### config.mk
export PLATFORM = sky130hd
export DESIGN_NAME = isws_stats
export DESIGN_NICKNAME = d
export VERILOG_FILES = /design/src/assert_macros.svh /design/src/isws_pkg.sv /design/src/isws_stats.sv
export SDC_FILE = /design/constraint.sdc
export NUM_CORES = 1
export LEC_CHECK = 0
export BUFFER_PORTS_ARGS = -buffer_cell sky130_fd_sc_hd__buf_4
export CORE_MARGIN = 3
export CORE_UTILIZATION = 30
export CTS_CLUSTER_SIZE = 28
export DETAILED_ROUTE_END_ITERATION = 8
export PLACE_DENSITY_LB_ADDON = 0.08
export SYNTH_ARGS = -nofsm -noshare
export SYNTH_HDL_FRONTEND = slang
export SYNTH_SLANG_ARGS = --single-unit
export TNS_END_PERCENT = 10
### constraint.sdc
create_clock -name clk -period 8.1 [get_ports clk]
set_input_delay 1.62 -clock clk [delete_from_list [all_inputs] [get_ports clk]]
set_output_delay 1.62 -clock clk [all_outputs]
set_load 0.02 [all_outputs]
### src/assert_macros.svh
`ifndef ASSERT_MACROS_SVH
`define ASSERT_MACROS_SVH

// Same-cycle implication, checked outside reset.
`define ASSERT_IMPL(label, cond, prop, msg) \
    label: assert property (@(posedge clk) disable iff (!rst_n) (cond) |-> (prop)) \
        else $error(msg);

// Next-cycle implication, checked outside reset.
`define ASSERT_NEXT(label, cond, prop, msg) \
    label: assert property (@(posedge clk) disable iff (!rst_n) (cond) |=> (prop)) \
        else $error(msg);

`endif

### src/isws_pkg.sv
package isws_pkg;

    localparam int ISWS_STACK_DEPTH = 256;
    localparam int ISWS_DATA_WIDTH  = 32;

    localparam int VAL_W = 32;
    localparam int CNT_W = 9;
    localparam int SUM_W = 64;

    typedef enum logic [2:0] {
        FUNC_PUSH       = 3'd0,
        FUNC_PUSH_PAIR  = 3'd1,
        FUNC_POP        = 3'd2,
        FUNC_POP_PAIR   = 3'd3,
        FUNC_POP_COUNT  = 3'd4,
        FUNC_READ_TOP   = 3'd5,
        FUNC_STATS      = 3'd6
    } func_t;

    typedef enum logic [1:0] {
        STATUS_OK    = 2'd0,
        STATUS_UNDER = 2'd1,
        STATUS_FULL  = 2'd2
    } status_t;

    typedef enum logic [2:0] {
        ST_IDLE,
        ST_PUSH2,
        ST_SCAN,
        ST_SDRAIN,
        ST_DSTART,
        ST_DIV,
        ST_READ,
        ST_OUT
    } state_t;

    typedef struct packed {
        logic [2:0]              func;
        logic signed [VAL_W-1:0] value_a;
        logic signed [VAL_W-1:0] value_b;
        logic [CNT_W-1:0]        pop_amount;
    } in_t;

    typedef struct packed {
        logic [1:0]              status;
        logic signed [VAL_W-1:0] top_value;
        logic [CNT_W-1:0]        entry_count;
        logic                    is_empty;
        logic                    is_full;
        logic signed [VAL_W-1:0] mean_value;
        logic signed [VAL_W-1:0] min_value;
        logic signed [VAL_W-1:0] max_value;
        logic [CNT_W-1:0]        even_count;
        logic [CNT_W-1:0]        odd_count;
    } out_t;

endpackage

### src/isws_stats.sv
module isws_stats
    import isws_pkg::*;
#(
    parameter int DATA_WIDTH = ISWS_DATA_WIDTH,
    parameter int CNT_WIDTH  = CNT_W
)(
    input  logic                         clk,
    input  logic                         clear,
    input  logic                         sample_vld,
    input  logic [DATA_WIDTH-1:0]        sample,
    output logic signed [SUM_W-1:0]      sum,
    output logic signed [DATA_WIDTH-1:0] min_val,
    output logic signed [DATA_WIDTH-1:0] max_val,
    output logic [CNT_WIDTH-1:0]         even_cnt
);

    logic signed [SUM_W-1:0]      sum_reg, sum_next;
    logic signed [DATA_WIDTH-1:0] min_reg, min_next;
    logic signed [DATA_WIDTH-1:0] max_reg, max_next;
    logic [CNT_WIDTH-1:0]         even_reg, even_next;
    logic signed [DATA_WIDTH-1:0] smp;

    assign smp = $signed(sample);

    always_comb
    begin
        sum_next  = sum_reg;
        min_next  = min_reg;
        max_next  = max_reg;
        even_next = even_reg;
        if (clear)
        begin
            sum_next  = '0;
            min_next  = $signed({1'b0, {(DATA_WIDTH-1){1'b1}}});
            max_next  = $signed({1'b1, {(DATA_WIDTH-1){1'b0}}});
            even_next = '0;
        end
        else if (sample_vld)
        begin
            // sum wraps modulo 2^64
            sum_next = sum_reg + SUM_W'(smp);
            if (smp < min_reg)
            begin
                min_next = smp;
            end
            if (smp > max_reg)
            begin
                max_next = smp;
            end
            if (!sample[0])
            begin
                even_next = even_reg + 1'b1;
            end
        end
    end

    always_ff @(posedge clk)
    begin
        sum_reg  <= sum_next;
        min_reg  <= min_next;
        max_reg  <= max_next;
        even_reg <= even_next;
    end

    assign sum      = sum_reg;
    assign min_val  = min_reg;
    assign max_val  = max_reg;
    assign even_cnt = even_reg;

endmodule

==> results by group <==
Outcome
  • Status: complete, no violations

GRT
  • Total track usage: 17.5%
  • Global-route wire length before repair: 49900 um
  • GRT overflow: 0
  • Initial antenna violation count: 0
  • Vias in the first global route: 8996
  • Pin count of the biggest net entering global routing: 69

Timing
  • Final setup margin: 3.05 ns
  • Worst-margin pin slew: 0.796 ns
  • Fin. Hold Viols: 0
  • Setup TNS: 0 ns
  • Min cycle time layout: 5.05 ns
  • Slew Limit Fails: 0
  • RSZ-0062 raised after global routing: false
  • Relative slew slack: 46.9%
  • Final period utilization: 62.3%
  • # setup viols final: 0
  • Fmax: 198 MHz
  • Clk_skew: 0.0105 ns

CTS
  • Worst-path clk slew: 0.06 ns
  • Root buf cell: clkbuf_16
  • CTS buffer count: 17
  • Cts hold-fix bufs: 0
  • CTS tree: yes
  • Number of clock sinks: 137
  • Clk buf depth: 2
  • Post_cts resized: 0
  • H-Tree Depth: 4
  • Worst skew pair latency: 0.44 ns
  • Post-CTS Setup Bufs: 0

Critical path
  • Crit Path Class: in2reg
  • CP Max Fanout: 40
  • Worst Setup End Kind: register
  • R2R Setup Slk: 4.18 ns
  • Worst setup SP type: primary input
  • CP required: 8.43 ns
  • CP arrival: 5.37 ns

Routing
  • WL per Instance: 17.0 um
  • Drc violations: 0
  • Final wirelength: 30600 um
  • Post-route ant nets: 0
  • Via count: 8907
  • DR iter-0 viols: 378
  • Vias per cell: 4.93
  • DRT Pass-1 Iters: 4

Yosys
  • Post-synth EDFFs: 0
  • Synth top area cells: dfxtp_1 28%, ha_1 16%, mux2i_1 8.0%
  • Post-Synthesis Mean Instance Area: 8.25 um2
  • Distinct cells, synth: 66
  • Asr flop ratio synth: 0%
  • Synth warn: 0
  • Syn Inst Count: 1207
  • Register area share after synthesis: 27.5%
  • Post-synth top flop: dfxtp_1
  • #FFs+latches synth: 137
  • Synthesized area: 9960 um2
  • Largest area contributor in the netlist: dfxtp_1
  • Yosys top cell area share: 27.5%
  • Net Count, Synth: 1370
  • Count leader, synth: dfxtp_1
  • Synth cell count leaders: 137 x dfxtp_1, 133 x nor2_1, 127 x ha_1

Finish
  • Post-route insts no fill: 1806
  • Multi-input gate area: 6690 um2
  • Max reg flops: 64
  • Ratio of cells with drive above 1 in the final layout: 15.8%
  • Final core utilization: 37.3%
  • Sequential cell area: 2740 um2
  • Post-route cell area: 12200 um2
  • Nets: 1514
  • Area Growth Syn to Fin: 22.3%
  • # fillers: 3410
  • N_diodes: 0

Power and ir drop
  • Leakage: 0.00596 uW
  • Sw frac: 39.8%
  • Logic pwr share: 44.3%
  • Peak VDD IR: 0.000156 V
  • Internal Power: 1750 uW
  • Reg power frac: 29.5%
  • P_sw: 1150 uW
  • Power density over the cells: 238 nW/um2
  • Clock power frac: 26.2%

Placement
  • DP HPWL: 23500 um
  • Placed Area: 11600 um2
  • Gpl congestion: 0.829
  • Port Buffers: 171
  • Pre-CTS setup slack: 2.63 ns
  • Cells after DPL: 1774

Floorplanning
  • Chip Height: 188 um
  • Die width: 188 um
  • Num ports: 172
  • Die Footprint: 35400 um2
  • Starting density of the core: 30.5%
  • Core Rows: 66
  • Core Footprint: 32600 um2

Job
  • Max capacitance violation total: 0

Min path
  • Class of the worst hold path: reg2reg
[logic make-up (layout without fill, tap and decap cells)]
group	count (synthesis)	count (layout)	share of synthesized area, %
AO/OA/AOI/OAI	320	320	21.2
XOR/XNOR	63	63	5.54
adder cells (fa/ha/maj)	128	128	16.2
buffers and inverters	133	290	5.39
flip-flops	137	137	27.5
multiplexers	82	82	8.27
AND/OR/NAND/NOR	344	344	15.9
[critical path: stages]
cell	delay [ns]
buf_4	0.41
ha_1	0.36
nand2_1	0.14
or4b_1	0.55
nor4_2	0.14
a32oi_1	0.20
a211oi_2	0.38
a31oi_1	0.18
o31ai_1	0.32
a21oi_1	0.17
or4_1	0.48
nand3_1	0.10
mux2_1	0.31
[area by class of cell]
type | count | share of cell area [%]
Sequential cell | 137 | 22.5
Clock inverter | 10 | 0.791
Multi-Input combinational cell | 937 | 55.0
Timing Repair Buffer | 176 | 10.9
Clock buffer | 22 | 3.81
Inverter | 82 | 2.53
Tap cell | 442 | 4.54
[placed cells by master, fill, tap and decap left out, drive strengths merged, types with 3 or more instances in the layout]
cell,count
a211o,8
a211oi,14
a21o,63
a21oi,86
a311oi,3
a31oi,12
and2,4
and3,8
and4,6
buf,176
clkbuf,22
clkinv,5
clkinvlp,4
dfxtp,137
ha,127
inv,82
mux2i,80
nand2,92
nand2b,13
nand3,17
nand4,26
nor2,133
nor2b,10
nor3,18
o211ai,38
o21a,7
o21ai,50
o21bai,7
o22ai,5
or2,3
or3,7
xnor2,34
xor2,29
[layer usage]
layer | part of all wire (%) | up-vias | global-route usage (%)
li1 | - | 4615 | -
met1 | 50 | 4134 | 23.9
met2 | 44 | 137 | 27.9
met3 | 4.4 | 21 | 4.37
met4 | 1.6 | 0 | 4.56
met5 | 0 | - | 0
[power groups by stage]
stage | sequential [uW] | clock (uW) | combinational, uW
global placement | 874 | 0 | 1290
detailed placement | 873 | 0 | 1290
finish | 857 | 761 | 1280
CTS | 859 | 790 | 1300
global route | 873 | 818 | 1430
floorplan | 967 | 0 | 786
[final timing paths]
| path | from | endpoint | depth (start not counted) |
|---|---|---|---|
| worst min-delay path | even_cnt[8] | even_cnt[8] | 2 |
| worst max-delay path | sample[31] | sum[63] | 13 |
| worst min register to register | even_cnt[8] | even_cnt[8] | 2 |
| worst max register to register | max_val[5] | max_val[19] | 14 |
[through the flow]
step / power [uW] / hold slack [ns]
final: 2900 / 0.489
after global routing: 3120 / 0.534
after CTS: 2950 / 0.501
after detailed placement: 2160 / 0.487
after global placement: 2160 / 0.476
after floorplan: 1750 / 0.540
No activity file was read; power rests on OpenSTA's default activity.
