===== config.mk =====
export PLATFORM = sky130hd
export DESIGN_NAME = isws_div
export DESIGN_NICKNAME = d
export VERILOG_FILES = /design/src/assert_macros.svh /design/src/isws_pkg.sv /design/src/isws_div.sv
export SDC_FILE = /design/constraint.sdc
export NUM_CORES = 1
export LEC_CHECK = 0
export ABC_AREA = 1
export BUFFER_PORTS_ARGS = -buffer_cell sky130_fd_sc_hd__buf_4
export CAP_MARGIN = 5
export CORE_ASPECT_RATIO = 1.1
export CORE_MARGIN = 8
export CORE_UTILIZATION = 50
export CTS_BUF_LIST = sky130_fd_sc_hd__clkbuf_2 sky130_fd_sc_hd__clkbuf_4 sky130_fd_sc_hd__clkbuf_8
export DETAILED_ROUTE_END_ITERATION = 12
export GPL_ROUTABILITY_DRIVEN = 0
export PLACE_DENSITY = 0.81
export SYNTH_ARGS = -nofsm -noshare
export SYNTH_HDL_FRONTEND = slang
export SYNTH_SLANG_ARGS = --single-unit

===== constraint.sdc =====
create_clock -name clk -period 2.65 [get_ports clk]
set_input_delay 0.265 -clock clk [delete_from_list [all_inputs] [get_ports clk]]
set_output_delay 0.265 -clock clk [all_outputs]
set_load 0.01 [all_outputs]

===== src/assert_macros.svh =====
`ifndef ASSERT_MACROS_SVH
`define ASSERT_MACROS_SVH

// Same-cycle implication, checked outside reset.
`define ASSERT_IMPL(label, cond, prop, msg) \
    label: assert property (@(posedge clk) disable iff (!rst_n) (cond) |-> (prop)) \
        else $error(msg);

// Next-cycle implication, checked outside reset.
`define ASSERT_NEXT(label, cond, prop, msg) \
    label: assert property (@(posedge clk) disable iff (!rst_n) (cond) |=> (prop)) \
        else $error(msg);

`endif


===== src/isws_pkg.sv =====
package isws_pkg;

    localparam int ISWS_STACK_DEPTH = 256;
    localparam int ISWS_DATA_WIDTH  = 32;

    localparam int VAL_W = 32;
    localparam int CNT_W = 9;
    localparam int SUM_W = 64;

    typedef enum logic [2:0] {
        FUNC_PUSH       = 3'd0,
        FUNC_PUSH_PAIR  = 3'd1,
        FUNC_POP        = 3'd2,
        FUNC_POP_PAIR   = 3'd3,
        FUNC_POP_COUNT  = 3'd4,
        FUNC_READ_TOP   = 3'd5,
        FUNC_STATS      = 3'd6
    } func_t;

    typedef enum logic [1:0] {
        STATUS_OK    = 2'd0,
        STATUS_UNDER = 2'd1,
        STATUS_FULL  = 2'd2
    } status_t;

    typedef enum logic [2:0] {
        ST_IDLE,
        ST_PUSH2,
        ST_SCAN,
        ST_SDRAIN,
        ST_DSTART,
        ST_DIV,
        ST_READ,
        ST_OUT
    } state_t;

    typedef struct packed {
        logic [2:0]              func;
        logic signed [VAL_W-1:0] value_a;
        logic signed [VAL_W-1:0] value_b;
        logic [CNT_W-1:0]        pop_amount;
    } in_t;

    typedef struct packed {
        logic [1:0]              status;
        logic signed [VAL_W-1:0] top_value;
        logic [CNT_W-1:0]        entry_count;
        logic                    is_empty;
        logic                    is_full;
        logic signed [VAL_W-1:0] mean_value;
        logic signed [VAL_W-1:0] min_value;
        logic signed [VAL_W-1:0] max_value;
        logic [CNT_W-1:0]        even_count;
        logic [CNT_W-1:0]        odd_count;
    } out_t;

endpackage


===== src/isws_div.sv =====
module isws_div
    import isws_pkg::*;
#(
    parameter int DIVISOR_W = CNT_W
)(
    input  logic                    clk,
    input  logic                    rst_n,
    input  logic                    start,
    input  logic signed [SUM_W-1:0] dividend,
    input  logic [DIVISOR_W-1:0]    divisor,
    output logic                    done,
    output logic signed [SUM_W-1:0] quotient
);

    localparam int STEP_W = $clog2(SUM_W);

    logic                 run_reg, run_next;
    logic                 done_reg, done_next;
    logic                 neg_reg, neg_next;
    logic [STEP_W-1:0]    step_reg, step_next;
    logic [SUM_W-1:0]     num_reg, num_next;
    logic [DIVISOR_W-1:0] rem_reg, rem_next;
    logic [DIVISOR_W:0]   trial, diff;
    logic                 fits;

    // restoring division on the magnitude, one quotient bit per cycle
    assign trial = {rem_reg, num_reg[SUM_W-1]};
    assign diff  = trial - {1'b0, divisor};
    assign fits  = (trial >= {1'b0, divisor});

    always_comb
    begin
        run_next  = run_reg;
        done_next = 1'b0;
        neg_next  = neg_reg;
        step_next = step_reg;
        num_next  = num_reg;
        rem_next  = rem_reg;
        if (start)
        begin
            run_next  = 1'b1;
            step_next = '0;
            neg_next  = dividend[SUM_W-1];
            num_next  = dividend[SUM_W-1] ? (~dividend + 1'b1) : dividend;
            rem_next  = '0;
        end
        else if (run_reg)
        begin
            num_next  = {num_reg[SUM_W-2:0], fits};
            rem_next  = fits ? diff[DIVISOR_W-1:0] : trial[DIVISOR_W-1:0];
            step_next = step_reg + 1'b1;
            if (step_reg == STEP_W'(SUM_W - 1))
            begin
                run_next  = 1'b0;
                done_next = 1'b1;
            end
        end
    end

    always_ff @(posedge clk or negedge rst_n)
    begin
        if (!rst_n)
        begin
            run_reg  <= 1'b0;
            done_reg <= 1'b0;
        end
        else
        begin
            run_reg  <= run_next;
            done_reg <= done_next;
        end
    end

    always_ff @(posedge clk)
    begin
        neg_reg  <= neg_next;
        step_reg <= step_next;
        num_reg  <= num_next;
        rem_reg  <= rem_next;
    end

    assign done     = done_reg;
    assign quotient = neg_reg ? $signed(~num_reg + 1'b1) : $signed(num_reg);

endmodule


==> reports/metrics.cfg, run 1 <==
[run_status]
status=completed

[cells_and_area]
largest_register_ffs=64
fin_nets=1539
antennaDiodeCount=0
drive_gt1_frac=0.166
layout-area-overhead-vs-synth_pct=19.9
finalCoreUtilization=0.605

[grt]
grt_use_total=0.254
vias_in_the_first_global_route=8593
pin_count_of_the_biggest_net_entering_global_routing=65
grt_pass1_wl_um=41800
grt_antenna_before_repair=0
grt_remaining_overflow=0

[sta]
layout_worst_path_cycle_share=0.958
setup_viol=0
setup_tns_ns=0
final_hold_viol_count=0
fin_worst_skew_ns=0.0176
fin_crit_ns=2.54
timing.max_slew.rel_slack=0.472
worst_hold_slack_after_final_layout_ns=0.0868
setup_ws_ns=0.111
final_max_slew_viols=0
worst-slew-pin-transition_ns=0.792
fmax_mhz=394

[setup_path]
end_kind=output pin
worstSetupPathType=reg2out
worst-r2r-cell-count=12
worstSetupStartpointType=flop
path_max_fanout=4
worst-endpoint-required_ns=2.38
regToRegStartpoint=num_reg[63]
ff2ff_setup_slack_ns=0.29
cp.arrival_ns=2.27
worstReg2RegEnd=rem_reg[8]

[cts]
tritoncts=built
clock_latency_on_the_worst_skew_pair_ns=0.37
cts-htree-levels=3
tritoncts_num_sinks=82
maximum_root_to_sink_buffer_count=2
worst_setup_hold_path_clk_slew_ns=0.09
number_of_buffers_inserted_during_clock_tree_synthesis=9
clock_tree.root_cell=sky130_fd_sc_hd__clkbuf_8

[floorplanning]
num_rows=49
die_area_um2=20700
initial_utilization=0.505
floorplan.die.height_um=150
boundaryPins=141
design.core.area_um2=16200
die_w_um=138

[power]
seqPwrFrac=0.375
ir_drop_uv=225
power.internal_uw=2840
power.static_leakage_uw=0.00450
power_switching_share=0.405
power_density_nw_per_um2=488
total_switching_power_uw=1940
share_comb_of_total_power=0.444
clock_power_share=0.181

[place]
numPortBuffers=140
total_half_perimeter_wirelength_after_legalization_and_detailed_placement_um=21500
placement.setup.worst_slack_ns=0.301

[synth]
synth_largest_area_cell=sky130_fd_sc_hd__edfxtp_1
synth-async-reset-ratio=0.0244
yosysWarningCount=0
postSynth.topFlopCell=sky130_fd_sc_hd__edfxtp_1
ys_top_cells_by_count=sky130_fd_sc_hd__nand2_1, sky130_fd_sc_hd__nor2_1, sky130_fd_sc_hd__inv_1
post_synth_instance_area_um2=8170
synth-seq-cells=82
synth_enable_flop_cells=65
synthMostInstantiatedCell=sky130_fd_sc_hd__nand2_1
synth_cell_type_count=46
synth.top_cells.by_area=sky130_fd_sc_hd__edfxtp_1, sky130_fd_sc_hd__nand2_1, sky130_fd_sc_hd__nor2_1, sky130_fd_sc_hd__nand3_1, sky130_fd_sc_hd__xor2_1
part_of_the_yosys_area_used_for_sequential_elements=0.282
synth.avg_cell_area_um2=6.25
synthesis.nets=1397
synth_largest_type_area_fraction=0.239
post_synth_inst_count=1308

[detailed_routing]
drtAntennaViolNets=0
route.vias.total=9194
post_dr_vias_cell=5.54
post-route-drc-count=0
detailedRoute.firstPassIterationCount=6
dr.first_iter.drc_count=1098
finalWirelength_um=26600
wire_per_inst_um=16.1

[worst_hold_path]
type_of_the_tightest_min_delay_check=in2reg
hold_path_end=done
timing.hold.worst_path_depth=2
worstHoldStart=start

[flow_run]
maxCapViolations=0

## kinds of logic after synthesis
| family | share of synthesized area |
|---|---|
| XOR/XNOR | 0.0868 |
| flip-flops | 0.282 |
| AND/OR/NAND/NOR | 0.451 |
| AO/OA/AOI/OAI | 0.0839 |
| adder cells (fa/ha/maj) | 0.0208 |
| buffers and inverters | 0.0757 |
## metrics by stage
step,cell area [um^2],cells,power [uW]
after floorplan,8170,1308,3040
after global placement,9440,1631,3800
after detailed placement,9440,1631,3850
after CTS,9640,1649,4700
after global routing,9790,1659,5090
final,9790,1659,4780
## placed cells by master (no fill, tap or decap), types with 2 or more instances in the layout
cell and n:
sky130_fd_sc_hd__a21oi_1 19, sky130_fd_sc_hd__a31oi_1 4, sky130_fd_sc_hd__and3_1 2, sky130_fd_sc_hd__buf_4 163
sky130_fd_sc_hd__clkbuf_8 9, sky130_fd_sc_hd__dfrtp_1 2, sky130_fd_sc_hd__dfxtp_1 15, sky130_fd_sc_hd__edfxtp_1 65
sky130_fd_sc_hd__ha_1 11, sky130_fd_sc_hd__inv_1 121, sky130_fd_sc_hd__inv_2 4, sky130_fd_sc_hd__inv_4 2
sky130_fd_sc_hd__inv_6 2, sky130_fd_sc_hd__nand2_1 413, sky130_fd_sc_hd__nand2_2 9, sky130_fd_sc_hd__nand2_4 5
sky130_fd_sc_hd__nand3_1 122, sky130_fd_sc_hd__nand3_2 3, sky130_fd_sc_hd__nand3b_1 15, sky130_fd_sc_hd__nand4_1 27
sky130_fd_sc_hd__nor2_1 202, sky130_fd_sc_hd__nor2_2 18, sky130_fd_sc_hd__nor2_4 8, sky130_fd_sc_hd__nor3_1 9
sky130_fd_sc_hd__nor3_4 2, sky130_fd_sc_hd__nor4_1 4, sky130_fd_sc_hd__o211ai_1 3, sky130_fd_sc_hd__o21ai_0 78
sky130_fd_sc_hd__o21ai_1 5, sky130_fd_sc_hd__o21ai_4 3, sky130_fd_sc_hd__o21bai_1 2, sky130_fd_sc_hd__o31ai_1 2
sky130_fd_sc_hd__or2_0 2, sky130_fd_sc_hd__or2_2 5, sky130_fd_sc_hd__xnor2_1 25, sky130_fd_sc_hd__xor2_1 56
## critical path, cell delays in order, from the launching register on
cell                       delay, ns
sky130_fd_sc_hd__edfxtp_1       0.45
sky130_fd_sc_hd__inv_1          0.16
sky130_fd_sc_hd__nand4_1        0.19
sky130_fd_sc_hd__nor2_1         0.25
sky130_fd_sc_hd__nand2_1        0.12
sky130_fd_sc_hd__nor2_2         0.21
sky130_fd_sc_hd__nand2_1        0.08
sky130_fd_sc_hd__nand2_1        0.06
sky130_fd_sc_hd__nand2_1        0.05
sky130_fd_sc_hd__nand2_1        0.05
sky130_fd_sc_hd__o21ai_0        0.12
sky130_fd_sc_hd__buf_4          0.18
## power by group through the flow
stage,logic [uW],clock network (uW),registers [uW]
after global routing,2350,921,1810
after detailed placement,2030,0,1810
after floorplan,1300,0,1740
final,2120,864,1790
after global placement,2000,0,1800
after CTS,2040,872,1780
## worst max-delay path by stage
| stage | startpoint | endpoint | slack, ns | cells after the start |
|---|---|---|---|---|
| after CTS | num_reg[0] | quotient[22] | 0.02 | 10 |
| final | num_reg[23] | quotient[62] | 0.11 | 11 |
| after detailed placement | num_reg[63] | num_reg[0] | 0.30 | 11 |
| after global placement | num_reg[63] | num_reg[0] | 0.36 | 11 |
| after global routing | num_reg[15] | quotient[62] | -0.05 | 11 |
| after floorplan | run_reg | num_reg[0] | 0.30 | 3 |
## layer usage
| layer | vias up | part of all wire | GRT usage |
|---|---|---|---|
| met3 | 68 | 0.11 | 0.0366 |
| met2 | 535 | 0.44 | 0.392 |
| met4 | 0 | 0.036 | 0.108 |
| met1 | 4080 | 0.42 | 0.346 |
| li1 | 4511 | - | - |
| met5 | - | 0 | 0 |
## area by class of cell
class                           instances  area [um^2]
Tap cell                              204          255
Clock inverter                          6         46.3
Fill cell                            1559         6390
Multi-Input combinational cell       1066         5330
Sequential cell                        82         2300
Clock buffer                           10          131
Inverter                              126          473
Timing Repair Buffer                  165         1250
## repair_timing
item,in CTS,in global routing
buffers inserted,1,10
hold buffers,1,0
setup endpoints to repair,5,20
pin swaps,1,7
hold endpoints to repair,2,0
gates resized for setup,1,19
Note: power is estimated with default switching activity, not from simulation.
==> run 2, diff against run 1 <==
--- a/config.mk
+++ b/config.mk
@@ -5,7 +5,7 @@
 export SDC_FILE = /design/constraint.sdc
 export NUM_CORES = 1
 export LEC_CHECK = 0
-export ABC_AREA = 1
+export ABC_AREA = 0
 export BUFFER_PORTS_ARGS = -buffer_cell sky130_fd_sc_hd__buf_4
 export CAP_MARGIN = 5
 export CORE_ASPECT_RATIO = 1.1
@@ -14,7 +14,7 @@
 export CTS_BUF_LIST = sky130_fd_sc_hd__clkbuf_2 sky130_fd_sc_hd__clkbuf_4 sky130_fd_sc_hd__clkbuf_8
 export DETAILED_ROUTE_END_ITERATION = 12
 export GPL_ROUTABILITY_DRIVEN = 0
-export PLACE_DENSITY = 0.81
+export PLACE_DENSITY = 0.82
 export SYNTH_ARGS = -nofsm -noshare
 export SYNTH_HDL_FRONTEND = slang
 export SYNTH_SLANG_ARGS = --single-unit
==> reports/metrics.cfg, run 2 <==
[synth]
synth.top_cells.by_area=sky130_fd_sc_hd__edfxtp_1, sky130_fd_sc_hd__xnor2_1, sky130_fd_sc_hd__nor2_1, sky130_fd_sc_hd__xor2_1, sky130_fd_sc_hd__a21oi_1
synth_largest_area_cell=sky130_fd_sc_hd__edfxtp_1
post_synth_instance_area_um2=7150
yosysWarningCount=0
ys_top_cells_by_count=sky130_fd_sc_hd__nor2_1, sky130_fd_sc_hd__xnor2_1, sky130_fd_sc_hd__edfxtp_1
synth-async-reset-ratio=0.0244
synth_enable_flop_cells=65
synthesis.nets=948
synth_cell_type_count=65
synth-seq-cells=82
synth_largest_type_area_fraction=0.273
synthMostInstantiatedCell=sky130_fd_sc_hd__nor2_1
postSynth.topFlopCell=sky130_fd_sc_hd__edfxtp_1
post_synth_inst_count=859
part_of_the_yosys_area_used_for_sequential_elements=0.322
synth.avg_cell_area_um2=8.32

[setup_path]
worstSetupPathType=reg2out
regToRegStartpoint=num_reg[63]
worst-r2r-cell-count=10
critical_path.most_common_cell=sky130_fd_sc_hd__buf_4
path_cells=or3_4, nor4_1, buf_4, nand4_1, buf_6, buf_4, o21ai_0, xnor2_1, buf_4
end_kind=output pin
worstSetupStartpointType=flop
worst_path_max_stage_delay_ns=0.43
cp.arrival_ns=2.80
ff2ff_setup_slack_ns=0.07
worstReg2RegEnd=rem_reg[6]
worst-endpoint-required_ns=2.38
path_max_fanout=5
critical-path-slowest-cell=sky130_fd_sc_hd__or3_4

[cells_and_area]
fillCellCount=1000
multi_input_comb_area_um2=5080
most_common_cell_after_layout_fill_and_taps_aside=sky130_fd_sc_hd__buf_4
most-common-layout-cells=sky130_fd_sc_hd__buf_4, sky130_fd_sc_hd__nor2_1, sky130_fd_sc_hd__xnor2_1, sky130_fd_sc_hd__edfxtp_1, sky130_fd_sc_hd__a21oi_1
fin_nets=1181
drive_gt1_frac=0.345
ff_latch_area_um2=2300
fin_area_um2=10100
largest_register_ffs=64
layout-area-overhead-vs-synth_pct=41.6
antennaDiodeCount=0

[floorplanning]
die_area_um2=18400
num_rows=46
design.core.area_um2=14200
initial_utilization=0.503
die_w_um=130
floorplan.die.height_um=141
boundaryPins=141

[cts]
number_of_buffers_inserted_during_clock_tree_synthesis=9
clock_latency_on_the_worst_skew_pair_ns=0.37
worst_setup_hold_path_clk_slew_ns=0.09
tritoncts_num_sinks=82
clock_tree.root_cell=sky130_fd_sc_hd__clkbuf_8
tritoncts=built
cts-htree-levels=3
maximum_root_to_sink_buffer_count=2

[sta]
final_max_slew_viols=0
layout_worst_path_cycle_share=1.16
fmax_mhz=326
final_hold_viol_count=0
fin_worst_skew_ns=0.0103
fin_crit_ns=3.07
setup_viol=47
setup_ws_ns=-0.417
grt_setup_unrepaired=true
timing.max_slew.rel_slack=0.461
worst-slew-pin-transition_ns=0.808

[detailed_routing]
drtAntennaViolNets=0
detailedRoute.firstPassIterationCount=5
route.vias.total=8039
finalWirelength_um=24300
dr.first_iter.drc_count=717
post_dr_vias_cell=6.24
post-route-drc-count=0
wire_per_inst_um=18.8

[place]
total_half_perimeter_wirelength_after_legalization_and_detailed_placement_um=17200
placedInstanceArea_um2=9140
numPortBuffers=140
placement.setup.worst_slack_ns=-0.210

[flow_run]
maxCapViolations=0

[run_status]
status=finished with violations
violations=setup timing

[grt]
grt_use_total=0.248
grt_antenna_before_repair=0
pin_count_of_the_biggest_net_entering_global_routing=58
grt_remaining_overflow=0
vias_in_the_first_global_route=7463
grt_pass1_wl_um=37200

[power]
clock_power_share=0.205
ir_drop_uv=407
power_switching_share=0.361
power.static_leakage_uw=0.00406
power_density_nw_per_um2=513
power.internal_uw=3320
total_switching_power_uw=1870
share_comb_of_total_power=0.447
seqPwrFrac=0.348

[worst_hold_path]
type_of_the_tightest_min_delay_check=in2async

==> run 2: changes by cell type after synthesis, moves of 89 or more <==
cell | before | now
sky130_fd_sc_hd__nor2_1 | 209 | 86
sky130_fd_sc_hd__inv_1 | 125 | 25
sky130_fd_sc_hd__nand3_1 | 123 | 34
sky130_fd_sc_hd__nand2_1 | 413 | 53
==> run 2: worst max-delay path by stage <==
stage,start,to,slack [ns],cells past startpoint
after global placement,dividend[12],num_reg[50],-0.15,6
after global routing,num_reg[3],quotient[63],-0.52,9
after detailed placement,num_reg[35],quotient[57],-0.21,7
after CTS,num_reg[13],quotient[60],-0.32,7
final,num_reg[3],quotient[41],-0.42,9
after floorplan,num_reg[21],quotient[60],0.03,5
==> run 2: power by group through the flow <==
stage	Combinational [uW]	Sequential (uW)	Clock, uW
after global placement	2030	1800	0
after floorplan	1170	1780	0
after CTS	2130	1790	1070
after global routing	2500	1820	1120
final	2320	1810	1060
after detailed placement	2070	1800	0
==> run 2: cell type report <==
class	instances	area share
tap	192	0.0237
multi-input combinational	692	0.502
clock buffer	9	0.0122
timing repair buffer	282	0.216
sequential	82	0.227
inverter	25	0.00927
clock inverter	7	0.00989
==> run 2: per-layer routing <==
metal	GRT usage	wire (um)	vias up
li1	-	-	3773
met1	0.308	9280	3770
met2	0.411	11900	417
met3	0.0372	1990	79
met4	0.123	1070	0
met5	0	0	-
==> run 2: repair_timing <==
item,in CTS,in global routing
pin swaps,19,20
gates cloned,0,0
endpoints found under the hold margin,2,0
gates resized for setup,68,40
setup buffers,2,19
hold buffers,1,0
endpoints found under the setup margin,48,62
==> run 2: worst max-delay path: cells and delay by family (launching register included) <==
family / cells / cell delay, ns
simple gates: 3 / 0.95
buf+inv: 4 / 0.69
compound gates: 1 / 0.23
flops: 1 / 0.40
xor+xnor: 1 / 0.15
==> run 2: kinds of logic after synthesis <==
| logic type | count (synthesis) | synth area share |
|---|---|---|
| simple gates | 348 | 0.260 |
| compound gates | 226 | 0.220 |
| xor+xnor | 102 | 0.125 |
| buf+inv | 85 | 0.0455 |
| flops | 82 | 0.322 |
| fa+ha+maj | 13 | 0.0238 |
| mux | 3 | 0.00420 |
==> run 2: through the flow <==
stage / std cells / utilization / hold WS [ns] / setup TNS (ns) / total power (uW)
global route: 1289 / 0.712 / 0.196 / -16.48 / 5440
detailed placement: 1251 / 0.643 / 0.0505 / -3.90 / 3880
CTS: 1270 / 0.687 / 0.189 / -7.03 / 5000
floorplan: 859 / - / -0.0306 / 0 / 2960
global placement: 1251 / 0.643 / 0.0477 / -1.41 / 3820
finish: 1289 / 0.712 / 0.204 / -11.20 / 5190
==> run 3, diff against run 2 <==
--- a/config.mk
+++ b/config.mk
@@ -9,7 +9,7 @@
 export BUFFER_PORTS_ARGS = -buffer_cell sky130_fd_sc_hd__buf_4
 export CAP_MARGIN = 5
 export CORE_ASPECT_RATIO = 1.1
-export CORE_MARGIN = 8
+export CORE_MARGIN = 5
 export CORE_UTILIZATION = 50
 export CTS_BUF_LIST = sky130_fd_sc_hd__clkbuf_2 sky130_fd_sc_hd__clkbuf_4 sky130_fd_sc_hd__clkbuf_8
 export DETAILED_ROUTE_END_ITERATION = 12
==> reports/metrics.cfg, run 3 (synthesized netlist as in run 2, its figures left out) <==
[detailed_routing]
post-route-drc-count=0
post_dr_vias_cell=6.25
detailedRoute.firstPassIterationCount=6
finalWirelength_um=25100
route.vias.total=8063
wire_per_inst_um=19.4
drtAntennaViolNets=0
dr.first_iter.drc_count=746

[cells_and_area]
finalCoreUtilization=0.744
most-common-layout-cells=sky130_fd_sc_hd__buf_4, sky130_fd_sc_hd__nor2_1, sky130_fd_sc_hd__xnor2_1
drive_gt1_frac=0.368
fin_nets=1186
most_common_cell_after_layout_fill_and_taps_aside=sky130_fd_sc_hd__buf_4
layout-area-overhead-vs-synth_pct=44.7
largest_register_ffs=64
antennaDiodeCount=0

[sta]
setup_viol=45
final_max_slew_viols=0
fmax_mhz=333
fin_crit_ns=3.00
grt_setup_unrepaired=true
setup_ws_ns=-0.353
worst-slew-pin-transition_ns=0.541
layout_worst_path_cycle_share=1.13
setup_tns_ns=-9.50
fin_worst_skew_ns=0.0129
timing.max_slew.rel_slack=0.639
final_hold_viol_count=0

[place]
placement.setup.worst_slack_ns=-0.172
total_half_perimeter_wirelength_after_legalization_and_detailed_placement_um=16600
numPortBuffers=140

[power]
seqPwrFrac=0.354
power_density_nw_per_um2=497
clock_power_share=0.184
power.static_leakage_uw=0.00412
ir_drop_uv=414
total_switching_power_uw=1900
share_comb_of_total_power=0.463
power_switching_share=0.369
fin_total_pwr_uw=5140
power.internal_uw=3240

[flow_run]
maxCapViolations=0

[run_status]
status=finished with violations
violations=setup timing

[cts]
maximum_root_to_sink_buffer_count=2
clock_latency_on_the_worst_skew_pair_ns=0.36
clock_tree.root_cell=sky130_fd_sc_hd__clkbuf_8
number_of_buffers_inserted_during_clock_tree_synthesis=9
tritoncts_num_sinks=82
worst_setup_hold_path_clk_slew_ns=0.10
cts-htree-levels=3
tritoncts=built

[grt]
grt_remaining_overflow=0
pin_count_of_the_biggest_net_entering_global_routing=65
grt_antenna_before_repair=0
vias_in_the_first_global_route=7327
grt_pass1_wl_um=36600
grt_use_total=0.270

[setup_path]
end_kind=output pin
worst_path_max_stage_delay_ns=0.57
path_cells=or4_4, nor4_2, buf_4, nand4_1, buf_6, buf_6, o41ai_4, xnor2_1, buf_4
worst-r2r-cell-count=11
path_max_fanout=5
worst-endpoint-required_ns=2.38
cp.arrival_ns=2.74
worstSetupPathType=reg2out
critical-path-slowest-cell=sky130_fd_sc_hd__or4_4
worstSetupStartpointType=flop

[floorplanning]
boundaryPins=141
die_w_um=124
die_area_um2=16800
floorplan.die.height_um=135
initial_utilization=0.514
design.core.area_um2=13900
num_rows=45

[worst_hold_path]
type_of_the_tightest_min_delay_check=in2async

[run 3: per-layer routing]
| layer | GRT usage | vias up | wire (um) | part of all wire |
|---|---|---|---|---|
| li1 | - | 3778 | - | - |
| met2 | 0.458 | 383 | 12800 | 0.51 |
| met1 | 0.353 | 3845 | 9850 | 0.39 |
| met3 | 0.0418 | 57 | 1800 | 0.072 |
| met5 | 0 | - | 0 | 0 |
| met4 | 0.0803 | 0 | 601 | 0.024 |
[run 3: critical path, delay by kind of cell (launching register included)]
kind,cells,cell delay [ns]
xor gates and xnor gates,1,0.18
and+or+nand+nor,3,0.87
AOI/OAI and AO/OA,1,0.25
buffers and inverters,4,0.66
DFF,1,0.41
[run 3: cell type report]
| class | instances | area [um^2] |
|---|---|---|
| clock inverter | 6 | 66.3 |
| clock buffer | 10 | 131 |
| timing repair buffer | 286 | 2240 |
| tap | 188 | 235 |
| inverter | 25 | 93.8 |
| sequential | 82 | 2300 |
| fill | 962 | 3560 |
| multi-input combinational | 693 | 5280 |
[run 3: timing repair]
| item | in CTS | in global routing |
|---|---|---|
| hold buffers | 1 | 0 |
| buffers inserted | 8 | 23 |
| pin swaps | 28 | 32 |
| gates resized for setup | 88 | 62 |
| endpoints found under the hold margin | 2 | 0 |
| endpoints found under the setup margin | 55 | 63 |
| cloned | 2 | 0 |
[run 3: path summary, 6_finish.rpt]
kind | from | to | slack (ns)
min in group clk | dividend[63] | neg_reg | 0.30
hold reg to reg | step_reg[5] | step_reg[5] | 0.51
hold / removal | rst_n | run_reg | 0.21
setup reg to reg | num_reg[63] | rem_reg[3] | -0.03
setup / recovery | num_reg[19] | quotient[55] | -0.35
max in group asynchronous | rst_n | done | 2.36
[run 3: power groups by stage]
stage          Sequential [uW]  Combinational, uW  Clock [uW]
2_1_floorplan             1780               1170           0
3_3_place_gp              1800               1990           0
3_5_place_dp              1810               2030           0
4_1_cts                   1790               2130         948
5_1_grt                   1830               2560        1000
6_report                  1820               2380         943
[run 3: per-stage QoR]
step / hold WS (ns) / instances / instance area (um^2)
after detailed placement: 0.0473 / 1240 / 9090
after global routing: 0.216 / 1290 / 10300
after floorplan: -0.0306 / 859 / 7150
after CTS: 0.191 / 1267 / 9850
after global placement: 0.0480 / 1240 / 9090
final: 0.209 / 1290 / 10300
